--- config.mk ---
export PLATFORM = sky130hd
export DESIGN_NAME = xbus_frame_parser_responder_flat
export DESIGN_NICKNAME = d
export VERILOG_FILES = /design/src/hw/rtl/xfp_pkg.sv /design/src/hw/rtl/xfp_if.sv /design/src/hw/rtl/xbus_frame_parser_responder.sv /design/src/hw/rtl/xfp_parser.sv /design/src/hw/rtl/xfp_emitter.sv /design/src/flat_wrapper.sv
export SDC_FILE = /design/constraint.sdc
export NUM_CORES = 1
export LEC_CHECK = 0
export ABC_AREA = 1
export BUFFER_PORTS_ARGS = -buffer_cell sky130_fd_sc_hd__buf_2
export CAP_MARGIN = 0
export CORE_MARGIN = 8
export CORE_UTILIZATION = 45
export DETAILED_ROUTE_END_ITERATION = 10
export PLACE_DENSITY_LB_ADDON = 0.2
export RECOVER_POWER = 25
export SLEW_MARGIN = 10
export SYNTH_ARGS = -nofsm -noshare
export SYNTH_HDL_FRONTEND = slang
export SYNTH_SLANG_ARGS = --single-unit
--- constraint.sdc ---
create_clock -name clk_i -period 3 [get_ports clk_i]
set_clock_uncertainty 0.2 [all_clocks]
set_input_delay 0.6 -clock clk_i [delete_from_list [all_inputs] [get_ports clk_i]]
set_output_delay 0.6 -clock clk_i [all_outputs]
set_load 0.05 [all_outputs]
--- src/hw/rtl/xfp_pkg.sv ---
`timescale 1ns / 1ps
`default_nettype none
// ----------------------------------------------------------------------------
// xfp_pkg
// types, frame constants and reply tables of the bus frame parser
// ----------------------------------------------------------------------------
package xfp_pkg;

  // header bytes that select a reply
  localparam logic [7:0] HDR_IF_VERSION = 8'hF0;
  localparam logic [7:0] HDR_CS_REQ     = 8'h21;
  localparam logic [7:0] HDR_ACC_INFO   = 8'h42;
  localparam logic [7:0] HDR_ACC_OP     = 8'h52;

  // command station request codes, first payload byte
  localparam logic [7:0] CS_VERSION = 8'h21;
  localparam logic [7:0] CS_STATUS  = 8'h24;
  localparam logic [7:0] CS_STOP    = 8'h80;
  localparam logic [7:0] CS_RESUME  = 8'h81;

  typedef enum logic [3:0] {
    RPL_NONE,
    RPL_CKSUM_ERR,
    RPL_IF_VERSION,
    RPL_CS_VERSION,
    RPL_CS_STATUS,
    RPL_CS_STOP,
    RPL_CS_RESUME,
    RPL_ACC_INFO,
    RPL_ACC_OP,
    RPL_NOT_SUPP
  } reply_e;

  typedef struct packed {
    reply_e     code;
    logic [7:0] p0;
    logic [7:0] p1;
  } reply_desc_t;

  typedef struct packed {
    logic       kind;
    logic [7:0] tx_byte;
    logic [6:0] board;
    logic [2:0] output_number;
    logic       direction;
    logic       activate;
    logic       last;
  } result_t;

  // number of results of a reply
  function automatic logic [2:0] reply_len(reply_e code);
    logic [2:0] n;
    case (code)
      RPL_CKSUM_ERR:  n = 3'd3;
      RPL_IF_VERSION: n = 3'd4;
      RPL_CS_VERSION: n = 3'd5;
      RPL_CS_STATUS:  n = 3'd4;
      RPL_CS_STOP:    n = 3'd3;
      RPL_CS_RESUME:  n = 3'd3;
      RPL_ACC_INFO:   n = 3'd4;
      RPL_ACC_OP:     n = 3'd5;
      RPL_NOT_SUPP:   n = 3'd3;
      default:        n = 3'd0;
    endcase
    return n;
  endfunction

  // byte to transmit at position idx of a reply
  function automatic logic [7:0] reply_byte(reply_e code, logic [2:0] idx,
                                            logic [7:0] p0, logic [7:0] p1);
    logic [7:0] b;
    logic [7:0] d1;
    d1 = p1[0] ? 8'h10 : 8'h00;
    b  = 8'h00;
    case (code)
      RPL_CKSUM_ERR: begin
        case (idx)
          3'd0:    b = 8'h61;
          3'd1:    b = 8'h80;
          default: b = 8'hE1;
        endcase
      end
      RPL_IF_VERSION: begin
        case (idx)
          3'd0:    b = 8'h02;
          3'd1:    b = 8'h30;
          3'd2:    b = 8'h01;
          default: b = 8'h33;
        endcase
      end
      RPL_CS_VERSION: begin
        case (idx)
          3'd0:    b = 8'h63;
          3'd1:    b = 8'h21;
          3'd2:    b = 8'h30;
          3'd3:    b = 8'h00;
          default: b = 8'h72;
        endcase
      end
      RPL_CS_STATUS: begin
        case (idx)
          3'd0:    b = 8'h62;
          3'd1:    b = 8'h22;
          3'd2:    b = 8'h00;
          default: b = 8'h40;
        endcase
      end
      RPL_CS_STOP: begin
        case (idx)
          3'd0:    b = 8'h61;
          3'd1:    b = 8'h00;
          default: b = 8'h61;
        endcase
      end
      RPL_CS_RESUME: begin
        case (idx)
          3'd0:    b = 8'h61;
          3'd1:    b = 8'h01;
          default: b = 8'h60;
        endcase
      end
      RPL_ACC_INFO: begin
        case (idx)
          3'd0:    b = 8'h42;
          3'd1:    b = p0;
          3'd2:    b = d1;
          default: b = 8'h42 ^ p0 ^ d1;
        endcase
      end
      RPL_ACC_OP: begin
        // position zero is the notification
        case (idx)
          3'd0:    b = 8'h00;
          3'd1:    b = 8'h42;
          3'd2:    b = 8'hFF;
          3'd3:    b = 8'h40;
          default: b = 8'hFD;
        endcase
      end
      RPL_NOT_SUPP: begin
        case (idx)
          3'd0:    b = 8'h61;
          3'd1:    b = 8'h82;
          default: b = 8'hE3;
        endcase
      end
      default: b = 8'h00;
    endcase
    return b;
  endfunction

  // full result at position idx of a reply
  function automatic result_t reply_result(reply_e code, logic [2:0] idx,
                                           logic [7:0] p0, logic [7:0] p1);
    result_t r;
    logic    notify;
    notify          = (code == RPL_ACC_OP) && (idx == 3'd0);
    r               = '0;
    r.kind          = notify;
    r.tx_byte       = reply_byte(code, idx, p0, p1);
    r.board         = notify ? p0[7:1] : 7'd0;
    r.output_number = notify ? {p0[0], p1[2], p1[1]} : 3'd0;
    r.direction     = notify & p1[0];
    r.activate      = notify & p1[3];
    r.last          = (idx == reply_len(code) - 3'd1);
    return r;
  endfunction

endpackage
`default_nettype wire

--- src/hw/rtl/xfp_if.sv ---
`timescale 1ns / 1ps
`default_nettype none
// ----------------------------------------------------------------------------
// xfp_if
// valid/ready channels for received bytes and for results
// ----------------------------------------------------------------------------
interface xfp_rx_if;
  logic       valid;
  logic       ready;
  logic [7:0] rx_byte;

  modport source (output valid, output rx_byte, input ready);
  modport sink   (input valid, input rx_byte, output ready);
endinterface

interface xfp_res_if;
  logic       valid;
  logic       ready;
  logic       kind;
  logic [7:0] tx_byte;
  logic [6:0] board;
  logic [2:0] output_number;
  logic       direction;
  logic       activate;
  logic       last;

  modport source (output valid, output kind, output tx_byte, output board,
                  output output_number, output direction, output activate,
                  output last, input ready);
  modport sink   (input valid, input kind, input tx_byte, input board,
                  input output_number, input direction, input activate,
                  input last, output ready);
endinterface
`default_nettype wire

--- src/hw/rtl/xbus_frame_parser_responder.sv ---
`timescale 1ns / 1ps
`default_nettype none
// ----------------------------------------------------------------------------
// xbus_frame_parser_responder
// parses received bus frames, checks the checksum and sends replies
// ----------------------------------------------------------------------------
//
//  channel  dir  payload                                        transaction
//  rx_i     in   rx_byte                                        valid & ready
//  res_o    out  kind tx_byte board output_number direction     valid & ready
//                activate last
//
// header and payload bytes never wait for the emitter and cause no result
// a checksum byte loads a reply of three to five results, one per cycle while
// res_o is ready, or none for an unknown command station request;
// the result emitter sets the rate for checksum bytes
// rx_i stays ready while a reply drains unless a second reply is waiting
// in the input register; a stall on res_o holds the current result
// reset is asynchronous and active low; the parser then waits for a header
// ----------------------------------------------------------------------------
module xbus_frame_parser_responder (
  input  wire        clk_i,
  input  wire        rst_ni,
  xfp_rx_if.sink     rx_i,
  xfp_res_if.source  res_o
);

  // descriptor of a reply handed from the parser to the emitter
  xfp_pkg::reply_desc_t desc;
  logic                 desc_valid;
  logic                 load_ok;

  // input register, frame state and reply decode
  xfp_parser u_parser (
    .clk_i        (clk_i),
    .rst_ni       (rst_ni),
    .rx_i         (rx_i),
    .load_ok_i    (load_ok),
    .desc_valid_o (desc_valid),
    .desc_o       (desc)
  );

  // result sequencing toward the bus transmitter
  xfp_emitter u_emitter (
    .clk_i        (clk_i),
    .rst_ni       (rst_ni),
    .desc_valid_i (desc_valid),
    .desc_i       (desc),
    .load_ok_o    (load_ok),
    .res_o        (res_o)
  );

endmodule
`default_nettype wire

--- src/hw/rtl/xfp_parser.sv ---
`timescale 1ns / 1ps
`default_nettype none
// ----------------------------------------------------------------------------
// xfp_parser
// input register, frame state and reply decode
// ----------------------------------------------------------------------------
module xfp_parser (
  input  wire                 clk_i,
  input  wire                 rst_ni,
  xfp_rx_if.sink              rx_i,
  input  wire                 load_ok_i,
  output logic                desc_valid_o,
  output xfp_pkg::reply_desc_t desc_o
);

  logic       in_valid_q, in_valid_d;
  logic [7:0] in_byte_q, in_byte_d;
  logic       wait_hdr_q, wait_hdr_d;
  logic [3:0] remain_q, remain_d;
  logic [7:0] hdr_q, hdr_d;
  logic [7:0] csum_q, csum_d;
  logic [7:0] p0_q, p0_d;
  logic [7:0] p1_q, p1_d;
  logic [3:0] pidx_q, pidx_d;

  xfp_pkg::reply_e code;
  logic            is_cksum;
  logic            consume;

  always_comb begin
    is_cksum = !wait_hdr_q && (remain_q == 4'd0);
    code     = xfp_pkg::RPL_NONE;
    if (is_cksum) begin
      if (in_byte_q != csum_q) begin
        code = xfp_pkg::RPL_CKSUM_ERR;
      end else begin
        case (hdr_q)
          xfp_pkg::HDR_IF_VERSION: code = xfp_pkg::RPL_IF_VERSION;
          xfp_pkg::HDR_CS_REQ: begin
            case (p0_q)
              xfp_pkg::CS_VERSION: code = xfp_pkg::RPL_CS_VERSION;
              xfp_pkg::CS_STATUS:  code = xfp_pkg::RPL_CS_STATUS;
              xfp_pkg::CS_STOP:    code = xfp_pkg::RPL_CS_STOP;
              xfp_pkg::CS_RESUME:  code = xfp_pkg::RPL_CS_RESUME;
              default:             code = xfp_pkg::RPL_NONE;
            endcase
          end
          xfp_pkg::HDR_ACC_INFO: code = xfp_pkg::RPL_ACC_INFO;
          xfp_pkg::HDR_ACC_OP:   code = xfp_pkg::RPL_ACC_OP;
          default:               code = xfp_pkg::RPL_NOT_SUPP;
        endcase
      end
    end
  end

  // a byte with a reply waits until the emitter can take it
  assign consume      = in_valid_q && ((code == xfp_pkg::RPL_NONE) || load_ok_i);
  assign rx_i.ready   = !in_valid_q || consume;
  assign desc_valid_o = in_valid_q && (code != xfp_pkg::RPL_NONE);
  assign desc_o.code  = code;
  assign desc_o.p0    = p0_q;
  assign desc_o.p1    = p1_q;

  always_comb begin
    in_valid_d = in_valid_q;
    in_byte_d  = in_byte_q;
    wait_hdr_d = wait_hdr_q;
    remain_d   = remain_q;
    hdr_d      = hdr_q;
    csum_d     = csum_q;
    p0_d       = p0_q;
    p1_d       = p1_q;
    pidx_d     = pidx_q;
    if (consume) begin
      in_valid_d = 1'b0;
      if (wait_hdr_q) begin
        remain_d   = in_byte_q[3:0];
        hdr_d      = in_byte_q;
        csum_d     = in_byte_q;
        pidx_d     = 4'd0;
        wait_hdr_d = 1'b0;
      end else if (is_cksum) begin
        wait_hdr_d = 1'b1;
      end else begin
        if (pidx_q == 4'd0) begin
          p0_d = in_byte_q;
        end else if (pidx_q == 4'd1) begin
          p1_d = in_byte_q;
        end
        if (pidx_q != 4'd15) begin
          pidx_d = pidx_q + 4'd1;
        end
        csum_d   = csum_q ^ in_byte_q;
        remain_d = remain_q - 4'd1;
      end
    end
    if (rx_i.valid && rx_i.ready) begin
      in_valid_d = 1'b1;
      in_byte_d  = rx_i.rx_byte;
    end
  end

  always_ff @(posedge clk_i or negedge rst_ni) begin
    if (!rst_ni) begin
      in_valid_q <= 1'b0;
      wait_hdr_q <= 1'b1;
      remain_q   <= 4'd0;
      hdr_q      <= 8'd0;
      csum_q     <= 8'd0;
      p0_q       <= 8'd0;
      p1_q       <= 8'd0;
      pidx_q     <= 4'd0;
    end else begin
      in_valid_q <= in_valid_d;
      wait_hdr_q <= wait_hdr_d;
      remain_q   <= remain_d;
      hdr_q      <= hdr_d;
      csum_q     <= csum_d;
      p0_q       <= p0_d;
      p1_q       <= p1_d;
      pidx_q     <= pidx_d;
    end
  end

  always_ff @(posedge clk_i) begin
    in_byte_q <= in_byte_d;
  end

endmodule
`default_nettype wire

--- src/hw/rtl/xfp_emitter.sv ---
`timescale 1ns / 1ps
`default_nettype none
// ----------------------------------------------------------------------------
// xfp_emitter
// holds one reply and sends its results one per cycle while res_o is ready
// ----------------------------------------------------------------------------
module xfp_emitter (
  input  wire                  clk_i,
  input  wire                  rst_ni,
  input  wire                  desc_valid_i,
  input  wire xfp_pkg::reply_desc_t desc_i,
  output logic                 load_ok_o,
  xfp_res_if.source            res_o
);

  logic                 busy_q, busy_d;
  logic [2:0]           idx_q, idx_d;
  xfp_pkg::reply_desc_t desc_q, desc_d;
  xfp_pkg::result_t     res;
  logic                 fire;
  logic                 load;

  assign res  = xfp_pkg::reply_result(desc_q.code, idx_q, desc_q.p0, desc_q.p1);
  assign fire = busy_q && res_o.ready;

  assign load_ok_o = !busy_q || (fire && res.last);
  assign load      = desc_valid_i && load_ok_o;

  assign res_o.valid         = busy_q;
  assign res_o.kind          = res.kind;
  assign res_o.tx_byte       = res.tx_byte;
  assign res_o.board         = res.board;
  assign res_o.output_number = res.output_number;
  assign res_o.direction     = res.direction;
  assign res_o.activate      = res.activate;
  assign res_o.last          = res.last;

  always_comb begin
    busy_d = busy_q;
    idx_d  = idx_q;
    desc_d = desc_q;
    if (fire) begin
      if (res.last) begin
        busy_d = 1'b0;
      end else begin
        idx_d = idx_q + 3'd1;
      end
    end
    if (load) begin
      busy_d = 1'b1;
      idx_d  = 3'd0;
      desc_d = desc_i;
    end
  end

  always_ff @(posedge clk_i or negedge rst_ni) begin
    if (!rst_ni) begin
      busy_q <= 1'b0;
      idx_q  <= 3'd0;
    end else begin
      busy_q <= busy_d;
      idx_q  <= idx_d;
    end
  end

  always_ff @(posedge clk_i) begin
    desc_q <= desc_d;
  end

  // position never runs past the reply length
  a_idx_range: assert property (@(posedge clk_i) disable iff (!rst_ni)
    busy_q |-> (idx_q < xfp_pkg::reply_len(desc_q.code)))
    else $error("emitter position beyond reply length");

  // a held reply always has results
  a_no_empty: assert property (@(posedge clk_i) disable iff (!rst_ni)
    busy_q |-> (desc_q.code != xfp_pkg::RPL_NONE))
    else $error("emitter holds an empty reply");

  // a new reply only replaces one whose final result goes out now
  a_no_overwrite: assert property (@(posedge clk_i) disable iff (!rst_ni)
    (load && busy_q) |-> (fire && res.last))
    else $error("reply overwritten before completion");

  // after the final result with nothing loaded the emitter goes idle
  a_idle_after_last: assert property (@(posedge clk_i) disable iff (!rst_ni)
    (fire && res.last && !desc_valid_i) |=> !busy_q)
    else $error("emitter stays busy after final result");

endmodule
`default_nettype wire
--- src/flat_wrapper.sv ---
// flat-port wrapper written by rule: the top's interface ports become plain ports
module xbus_frame_parser_responder_flat 
  (clk_i, rst_ni, rx_i_valid, rx_i_rx_byte, rx_i_ready, res_o_valid, res_o_kind, res_o_tx_byte, res_o_board, res_o_output_number, res_o_direction, res_o_activate, res_o_last, res_o_ready);
  xfp_rx_if rx_i_i ();
  xfp_res_if res_o_i ();
  input  wire clk_i;
  input  wire rst_ni;
  input wire logic [$bits(rx_i_i.valid)-1:0] rx_i_valid;
  input wire logic [$bits(rx_i_i.rx_byte)-1:0] rx_i_rx_byte;
  output wire logic [$bits(rx_i_i.ready)-1:0] rx_i_ready;
  output wire logic [$bits(res_o_i.valid)-1:0] res_o_valid;
  output wire logic [$bits(res_o_i.kind)-1:0] res_o_kind;
  output wire logic [$bits(res_o_i.tx_byte)-1:0] res_o_tx_byte;
  output wire logic [$bits(res_o_i.board)-1:0] res_o_board;
  output wire logic [$bits(res_o_i.output_number)-1:0] res_o_output_number;
  output wire logic [$bits(res_o_i.direction)-1:0] res_o_direction;
  output wire logic [$bits(res_o_i.activate)-1:0] res_o_activate;
  output wire logic [$bits(res_o_i.last)-1:0] res_o_last;
  input wire logic [$bits(res_o_i.ready)-1:0] res_o_ready;
  assign rx_i_i.valid = rx_i_valid;
  assign rx_i_i.rx_byte = rx_i_rx_byte;
  assign rx_i_ready = rx_i_i.ready;
  assign res_o_valid = res_o_i.valid;
  assign res_o_kind = res_o_i.kind;
  assign res_o_tx_byte = res_o_i.tx_byte;
  assign res_o_board = res_o_i.board;
  assign res_o_output_number = res_o_i.output_number;
  assign res_o_direction = res_o_i.direction;
  assign res_o_activate = res_o_i.activate;
  assign res_o_last = res_o_i.last;
  assign res_o_i.ready = res_o_ready;
  xbus_frame_parser_responder u_core (.clk_i(clk_i), .rst_ni(rst_ni), .rx_i(rx_i_i), .res_o(res_o_i));
endmodule
After elaboration in Yosys (flattened, before gate mapping)
Memory sizes are Yosys's and may differ from the RTL's. A register that Yosys moved wholly into a read port is not among the register bits. Index checks and enable logic that the tools add are counted. W data, S select, Z words.

Reductions and logical operators: 30. Mux-type cells: 35. Bitwise operators: 8. $add $sub $neg: 4. Equal/unequal tests: 26.

Operator list (number): $pmux W8 S9 (1); $mux W4 (8); $pmux W8 S2 (2); $pmux W8 S4 (1); $pmux W7 S4 (1); $eq A8 B6 Y1 const B (3); $eq A8 B8 Y1 const B (3); $pmux W8 S3 (1); $pmux W7 S3 (1); $pmux W6 S3 (1); $eq A4 B3 Y1 const B (4); $eq A8 B7 Y1 const B (2); $mux W8 (2); $pmux W4 S4 (1); $mux W7 (2); $pmux W7 S2 (1); $logic_not A4 Y1 (3); $mux W3 (4); $pmux W3 S4 (1); $eq A4 B1 Y1 const B (2); $eq A4 B2 Y1 const B (2); $eq A4 B4 Y1 const B (2); $logic_and A1 B1 Y1 (8); $ne A8 B8 Y1 (1); other kinds (26) (46).

Output and inout bits: 24. Memories: 1. Memory bits (read-only): 48. Register bits after elaboration: 66.

Memories: (name not given) (depth 16, width 3, read ports 1, clocked after memory_dff 1, wr ports 0, RTL line xfp_pkg.sv:53) `case (code)`.

Depth between registers and ports, before layout
Gate-level depths: netlist of the first run.

Depth in word-level cells: 11. Mapped depth: 19. Depth with buffers taken out: 18.

Hierarchy
A second synthesis of the first run with hierarchy kept.

Cells, all modules: 561. Area, all modules: 4396.7 um2.

By module, submodules not included: xfp_parser (sequential area each 1292.5 um2, instances 1, area an instance 2841.5 um2, cells an instance 357); xfp_emitter (sequential area each 640.6 um2, instances 1, area an instance 1555.2 um2, cells an instance 204).

Worst setup path after synthesis of the first run
OpenSTA, ideal clock, no wires.

Kind: reg2out. Start point: reg u_core.u_emitter.idx_q[0]. End point: out res_o_tx_byte[7]. Path buffers: 0. Cell stages (with the launch flop): 8. Setup slack: -0.518 ns. Required time: 2.200 ns. Arrival time: 2.718 ns. Path through: dfrtp_1 > inv_2 > ha_1 > inv_1 > nor2_1 > inv_1 > nor2_1 > o311ai_0.

Word-level cells in the longest chain between the ends: 3. Elaborated cells between the ends (all ways): 9. Classes of those cells: eq/ne: 3; mux: 5; reduce/logical: 1.

Ends and longest elaborated chain: start, declared (RTL line xfp_emitter.sv:17) `logic [2:0] idx_q, idx_d;`; start signal, assigned (RTL line xfp_emitter.sv:62) `idx_q <= idx_d;`; $eq A3 B2 Y1, or another cell as far along (RTL line xfp_pkg.sv:132) `case (idx)`; $pmux W8 S4, or another cell as far along (RTL line xfp_pkg.sv:132); $pmux W8 S9 * (RTL line xfp_pkg.sv:75) `case (code)`; end, declared (RTL line flat_wrapper.sv:13) `output wire logic [$bits(res_o_i.tx_byte)-1:0] res_o_tx_byte;`.

Mark *: on every way between the ends. The rest lies on a longest branch, timed or not.

Final worst setup path of the first run
Start point: reg u_core.u_emitter.idx_q[0]. End point: out res_o_tx_byte[0].

Word-level cells in the longest chain between the ends: 3. Elaborated cells between the ends (all ways): 13. Classes of those cells: eq/ne: 3; mux: 9; reduce/logical: 1.

Ends and longest elaborated chain (RTL line): $eq A3 B2 Y1, or another cell as far along (xfp_pkg.sv:92, xfp_pkg.sv:132); $pmux W8 S4, or another cell as far along (xfp_pkg.sv:132); $pmux W8 S9 * (xfp_pkg.sv:75).

Marks and branches as above.

==> reports/results.ini, run 1 <==
[run_status]
status=complete, but fails checks
violations=setup timing

[critical_path]
cp.required_ns=2.20
worst_path_most_repeated_cell=buf_4
rr_startpoint=u_core.u_parser.in_byte_q[2]$_DFFE_PP_
critPathLaunchType=register
end_kind=primary output
worstPathCellList=inv_4 > ha_4 > inv_4 > nor2_4 > nor2_2 > inv_2 > buf_4 > buf_4 > a21oi_1 > nor3_1 > o211ai_1 > buf_4
cp_slowest_cell=dfrtp_2
rr_worst_depth=16
cp-startpoint=u_core.u_emitter.idx_q[0]$_DFFE_PN0P_
worstPathArrival_ns=2.24
crit_path_max_incr_delay_ns=0.44
path_max_fanout=4
rrSetupSlack_ns=0.31
critPathKind=reg -> out
r2r_end=u_core.u_parser.p1_q[0]$_DFFE_PN0P_

[yosys]
postSynthAreaPerCell_um2=7.95
synth-seq-area-share=0.457
synth-edff-count=24
synth_area_um2=4010
async_reset_ff_frac=0.609
yosys-top-cells-area=dfrtp_1 26%, edfxtp_1 18%, nand2_1 12%, inv_1 7.2%, nor2_1 5.0%
syn_nets=530
syn_inst=505
synth_cell_types=43
yosys_warnings=0
yosysTopAreaCell=dfrtp_1
yosysTopAreaCellShare=0.256
synth_ff_type=dfrtp_1
ys_seq_elements=69

[detailed_routing]
vias=3464
highest_layer=met4
wl_per_cell_um=13.6
met1Wirelength_um=4010
firstDrtPassIters=5
drc=0
antenna_left=0
dr.first_iter.drc_count=150
dr_wl_met3_um=424
wirelength_um=9430
via_per_inst=5.01
met2_wirelength_um=4730

[power]
ir_drop_mv=0.450
p_leak_nw=2.50
powerDensity_nw_per_um2=975

[global_routing]
grt_pass1_vias=3390
grt_max_degree=43
grt_first_pass_wirelength_um=15200
grt_usage=0.147
grt_overflow=0
antenna_found_initial=0

[placement]
place_ws_ns=-0.00175
portBuffers=35
placed_area_um2=4310
place_inst=644
globalplace.congestion=0.892
dpl.hpwl_um=6340

[timing]
setup-tns-final_ns=-0.0501
maxSlewViolCount=0
tightest_slew_ns=0.989
hold_ws_ns=0.211
worst_slack_ns=-0.0403
maxSlewHeadroom=0.341
finalSetupViolCount=2
rsz0062_at_grt=yes
fin_crit_sh=1.01
hold_viol=0
fmax_mhz=329
fin_crit_ns=3.04

[finish]
final_cell_mix=125 x nand2_1, 65 x inv_1, 44 x buf_4
final_cells=692
antenna-diode-count=0
layout.nets=604
drive_gt1_frac=0.303
layout_commonest_cell=nand2_1
layout-area-overhead-vs-synth_pct=28.5
final_area_um2=5160

[worst_hold_path]
hp-class=in -> async

[floorplanning]
dieArea_um2=12200
rows=34
io_pins=36
initial_core_util=0.463
core_area_um2=8680
die_y_um=110
fp.dieW_um=110

[cts]
htreeDepth=3
insertion_delay_ns=0.35
cts_root_buf=clkbuf_8
max-clock-path-buffers=2
cts_sinks=69
cts_tree=built
holdBufCountCts=0
path_clk_slew_ns=0.09
cts_buffers=9

[flow_run]
cap_violations=0

==> how the worst max path moves through the flow <==
stage / end / depth (start not counted)
after CTS: res_o_tx_byte[5] / 14
after floorplan: res_o_tx_byte[2] / 11
final: res_o_tx_byte[0] / 12
after global placement: res_o_tx_byte[1] / 10
after detailed placement: res_o_tx_byte[7] / 14
after global routing: res_o_tx_byte[4] / 14
==> report_power, final <==
part           leakage (nW)  switching (mW)  internal [mW]
Combinational          1.61            1.53           1.00
Sequential            0.773           0.295           1.32
Clock                 0.116           0.395          0.482
==> routing by layer <==
metal,track usage,vias up
met4,0.0694,0
li1,-,1776
met5,0,-
met3,0.0406,26
met1,0.166,1568
met2,0.250,94
==> metrics by stage <==
step / power [mW] / util
after CTS: 4.72 / 0.549
after global routing: 5.40 / 0.594
after detailed placement: 3.51 / 0.497
final: 5.03 / 0.594
after global placement: 3.45 / 0.497
after floorplan: 3.10 / -
==> kinds of logic (layout without fill, tap and decap cells) <==
group / count (synthesis) / in the layout / synth area share
xor gates and xnor gates: 12 / 12 / 0.0262
buffers and inverters: 96 / 175 / 0.0994
adders and majority gates: 13 / 13 / 0.0405
DFF: 69 / 69 / 0.457
and+or+nand+nor: 236 / 236 / 0.265
AOI/OAI and AO/OA: 79 / 79 / 0.112
==> worst max-delay path, delay by kind of cell, from the launching register on <==
kind / cells / cell delay, ns
AND/OR/NAND/NOR: 3 / 0.29
adder cells (fa/ha/maj): 1 / 0.17
AO/OA/AOI/OAI: 2 / 0.33
flip-flops: 1 / 0.44
buffers and inverters: 6 / 0.66
==> state kept, by name, summed over array words and instances (netlist names), named ones only <==
register and cells:
u_core.u_parser.csum_q 8, u_core.u_parser.p0_q 8, u_core.u_parser.wait_hdr_q 1, u_core.u_parser.remain_q 4
u_core.u_parser.p1_q 4, u_core.u_emitter.res_o.valid 1, u_core.u_parser.in_valid_q 1, u_core.u_parser.hdr_q 8
u_core.u_emitter.idx_q 3, u_core.u_emitter.desc_q 16, u_core.u_parser.in_byte_q 8, u_core.u_parser.pidx_q 4
==> cell usage after synthesis, types with 3 or more instances <==
library cell	count
nand2_1	127
buf_6	3
dfrtp_1	41
o21ai_1	22
xnor2_1	8
clkbuf_1	4
nor4_1	3
nor3_1	7
nor2_1	54
nor2_2	3
ha_1	13
inv_1	77
nand2_2	4
o21ai_0	35
edfxtp_1	24
nand4_1	9
dfxtp_1	3
xor2_1	4
o211ai_1	4
nand3_1	19
inv_2	9
a21oi_1	8
==> layout make-up <==
class	instances	area (um^2)
inverter	86	334
fill	775	3520
clock buffer	9	124
timing repair inverter	1	7.51
tap	108	135
clock inverter	7	106
sequential	69	1840
timing repair buffer	72	536
multi-input combinational	340	2080
==> repair_timing <==
action | in CTS | in global routing
gates cloned | 0 | 1
resized for setup | 33 | 82
setup endpoints to repair | 21 | 22
pin swaps | 13 | 18
setup buffers | 17 | 16
(Power assumes the default switching activity.)
==> inputs of run 2 (changes only) <==
--- a/config.mk
+++ b/config.mk
@@ -9,7 +9,7 @@
 export BUFFER_PORTS_ARGS = -buffer_cell sky130_fd_sc_hd__buf_2
 export CAP_MARGIN = 0
 export CORE_MARGIN = 8
-export CORE_UTILIZATION = 45
+export CORE_UTILIZATION = 60
 export DETAILED_ROUTE_END_ITERATION = 10
 export PLACE_DENSITY_LB_ADDON = 0.2
 export RECOVER_POWER = 25
==> reports/results.ini, run 2 (synthesis results as in run 1) <==
[timing]
fin_crit_ns=2.98  ; -0.0640 ns
worst_slack_ns=0.0237  ; +0.0640 ns
rsz0062_at_grt=yes
hold_viol=0  ; unchanged
fin_crit_sh=0.992  ; -0.0213
maxSlewHeadroom=0.326  ; -0.0141
tightest_slew_ns=1.01  ; +0.0211 ns
setup-tns-final_ns=0  ; +0.0501 ns
finalSetupViolCount=0  ; -2
fmax_mhz=336  ; +2.2%
hold_ws_ns=0.220  ; +0.00948 ns
maxSlewViolCount=0  ; unchanged

[power]
ir_drop_mv=0.782  ; +74%
intPower_mw=2.65  ; -5.5%
p_leak_nw=2.39  ; -4.4%
power_frac_clock=0.161  ; -0.014
combPwrFrac=0.508  ; +0.004
powerDensity_nw_per_um2=977  ; +0.21%
power.switching_mw=2.17  ; -2.1%
power_mw=4.83  ; -4.0%
seqPwrFrac=0.331  ; +0.009
swShare=0.450  ; +0.00880

[global_routing]
grt_max_degree=43  ; unchanged
antenna_found_initial=0  ; unchanged
grt_usage=0.187  ; +0.0397
grt_first_pass_wirelength_um=14500  ; -4.1%
grt_overflow=0  ; unchanged
grt_pass1_vias=3235  ; -4.6%

[run_status]
status=finished, final reports clean

[floorplanning]
io_pins=36  ; unchanged
fp.dieW_um=97.8  ; -11%
core_area_um2=6640  ; -23%
initial_core_util=0.604  ; +0.142
rows=30  ; -12%
die_y_um=97.8  ; -11%
dieArea_um2=9560  ; -22%

[cts]
cts_root_buf=clkbuf_8
max-clock-path-buffers=2  ; unchanged
holdBufCountCts=0  ; unchanged
htreeDepth=3  ; unchanged
cts_buffers=9  ; unchanged
cts_tree=built
cts_sinks=69  ; unchanged
insertion_delay_ns=0.35  ; about the same
path_clk_slew_ns=0.09  ; about the same

[placement]
place_inst=615  ; -4.5%
dpl.hpwl_um=6600  ; +4.2%
portBuffers=35  ; unchanged
placed_area_um2=4280  ; -0.70%
globalplace.congestion=0.878  ; -1.6%
place_ws_ns=0.0203  ; +0.0221 ns

[finish]
layout_commonest_cell=nand2_1
layout-area-overhead-vs-synth_pct=23.1
final_cells=651  ; -5.9%
drive_gt1_frac=0.263  ; -0.0404
antenna-diode-count=0  ; unchanged
final_cell_mix=126 x nand2_1, 68 x inv_1, 40 x dfrtp_1
layout.nets=591  ; -2.2%
max_flop_register=u_core.u_emitter.desc_q
fill_cells=487  ; -37%
final_core_util=0.744  ; +0.149
final_area_um2=4940  ; -4.2%
largest_register_ff_count=16  ; unchanged

[detailed_routing]
vias=3444  ; -0.58%
wl_per_cell_um=14.2  ; +4.4%
drc=0  ; unchanged
via_per_inst=5.29  ; +5.7%
antenna_left=0  ; unchanged
firstDrtPassIters=4  ; -1
wirelength_um=9250  ; -1.8%
dr.first_iter.drc_count=129  ; -14%

[critical_path]
cp_slowest_cell=dfrtp_2
end_kind=primary output
critPathLaunchType=register
worstPathArrival_ns=2.18  ; -0.06 ns
worstPathCellList=inv_4 > ha_4 > inv_4 > nor2_4 > nor2_4 > inv_2 > nor2_4 > inv_4 > nor2_4 > nor2_2 > nor2_2 > inv_2 > o311ai_1 > buf_4
worst_path_most_repeated_cell=nor2_4
cp.required_ns=2.20  ; about the same
critPathKind=reg -> out
path_max_fanout=4  ; unchanged
crit_path_max_incr_delay_ns=0.44  ; about the same

[worst_hold_path]
hp-class=in -> async

[flow_run]
cap_violations=0  ; unchanged

[run 2: changes by cell type in the layout (fill, tap and decap cells not counted), moves of 3 or more]
| cell | delta |
|---|---|
| buf_4 | -16 |
| buf_6 | +5 |
| inv_2 | -5 |
| clkbuf_4 | -4 |
| inv_1 | +3 |
| o21ai_1 | +3 |
[run 2: final cells by class]
cell class	instances	area, um^2	area share
flip-flops and latches	69	1830	0.371
well taps	80	100	0.0203
repair inverters	1	7.51	0.00152
repair buffers	59	457	0.0924
multi-input cells	340	2000	0.405
inverters	86	339	0.0686
clock inverters	7	80.1	0.0162
clock buffers	9	124	0.0251
[run 2: path summary, 6_finish.rpt]
| path | slack, ns | cells after the start | from | to |
|---|---|---|---|---|
| max | 0.02 | 14 | u_core.u_emitter.idx_q[0]$_DFFE_PN0P_ | res_o_tx_byte[7] |
| min | 0.22 | 1 | rst_ni | u_core.u_parser.p1_q[3]$_DFFE_PN0P_ |
| max reg2reg | 0.26 | 16 | u_core.u_parser.remain_q[0]$_DFFE_PN0P_ | register |
| min reg2reg | 0.26 | 0 | u_core.u_parser.p1_q[0]$_DFFE_PN0P_ | u_core.u_emitter.desc_q[0]$_DFFE_PN_ |
| max in group asynchronous | 1.69 | 1 | rst_ni | u_core.u_emitter.idx_q[0]$_DFFE_PN0P_ |
| min in group clk_i | 0.23 | 1 | rx_i_rx_byte[7] | u_core.u_parser.in_byte_q[7]$_DFFE_PP_ |
[run 2: power by group through the flow]
stage          logic (mW)  registers (mW)  clock network, mW
2_1_floorplan        1.57            1.53                  0
3_3_place_gp         1.85            1.59                  0
3_5_place_dp         1.92            1.61                  0
4_1_cts              2.17            1.59              0.785
5_1_grt              2.70            1.64              0.823
6_report             2.45            1.60              0.776
[run 2: routing by layer]
metal | up-vias | global-route usage | part of all wire
met3 | 23 | 0.0569 | 0.042
met5 | - | 0 | 0
met1 | 1600 | 0.200 | 0.42
li1 | 1742 | - | -
met4 | 0 | 0.0707 | 0.026
met2 | 79 | 0.335 | 0.51
[run 2: what timing repair did]
item / CTS / global route
endpoints found under the hold margin: 0 / 0
endpoints found under the setup margin: 14 / 22
pin swaps: 9 / 15
setup buffers: 14 / 5
cloned: 0 / 1
gates resized for setup: 23 / 82
[run 2: worst max-delay path: cells and delay by family, from the launching register on]
family | cells | cell delay, ns
buffers and inverters | 6 | 0.57
and+or+nand+nor | 6 | 0.57
DFF | 1 | 0.44
AOI/OAI and AO/OA | 1 | 0.08
adders and majority gates | 1 | 0.17
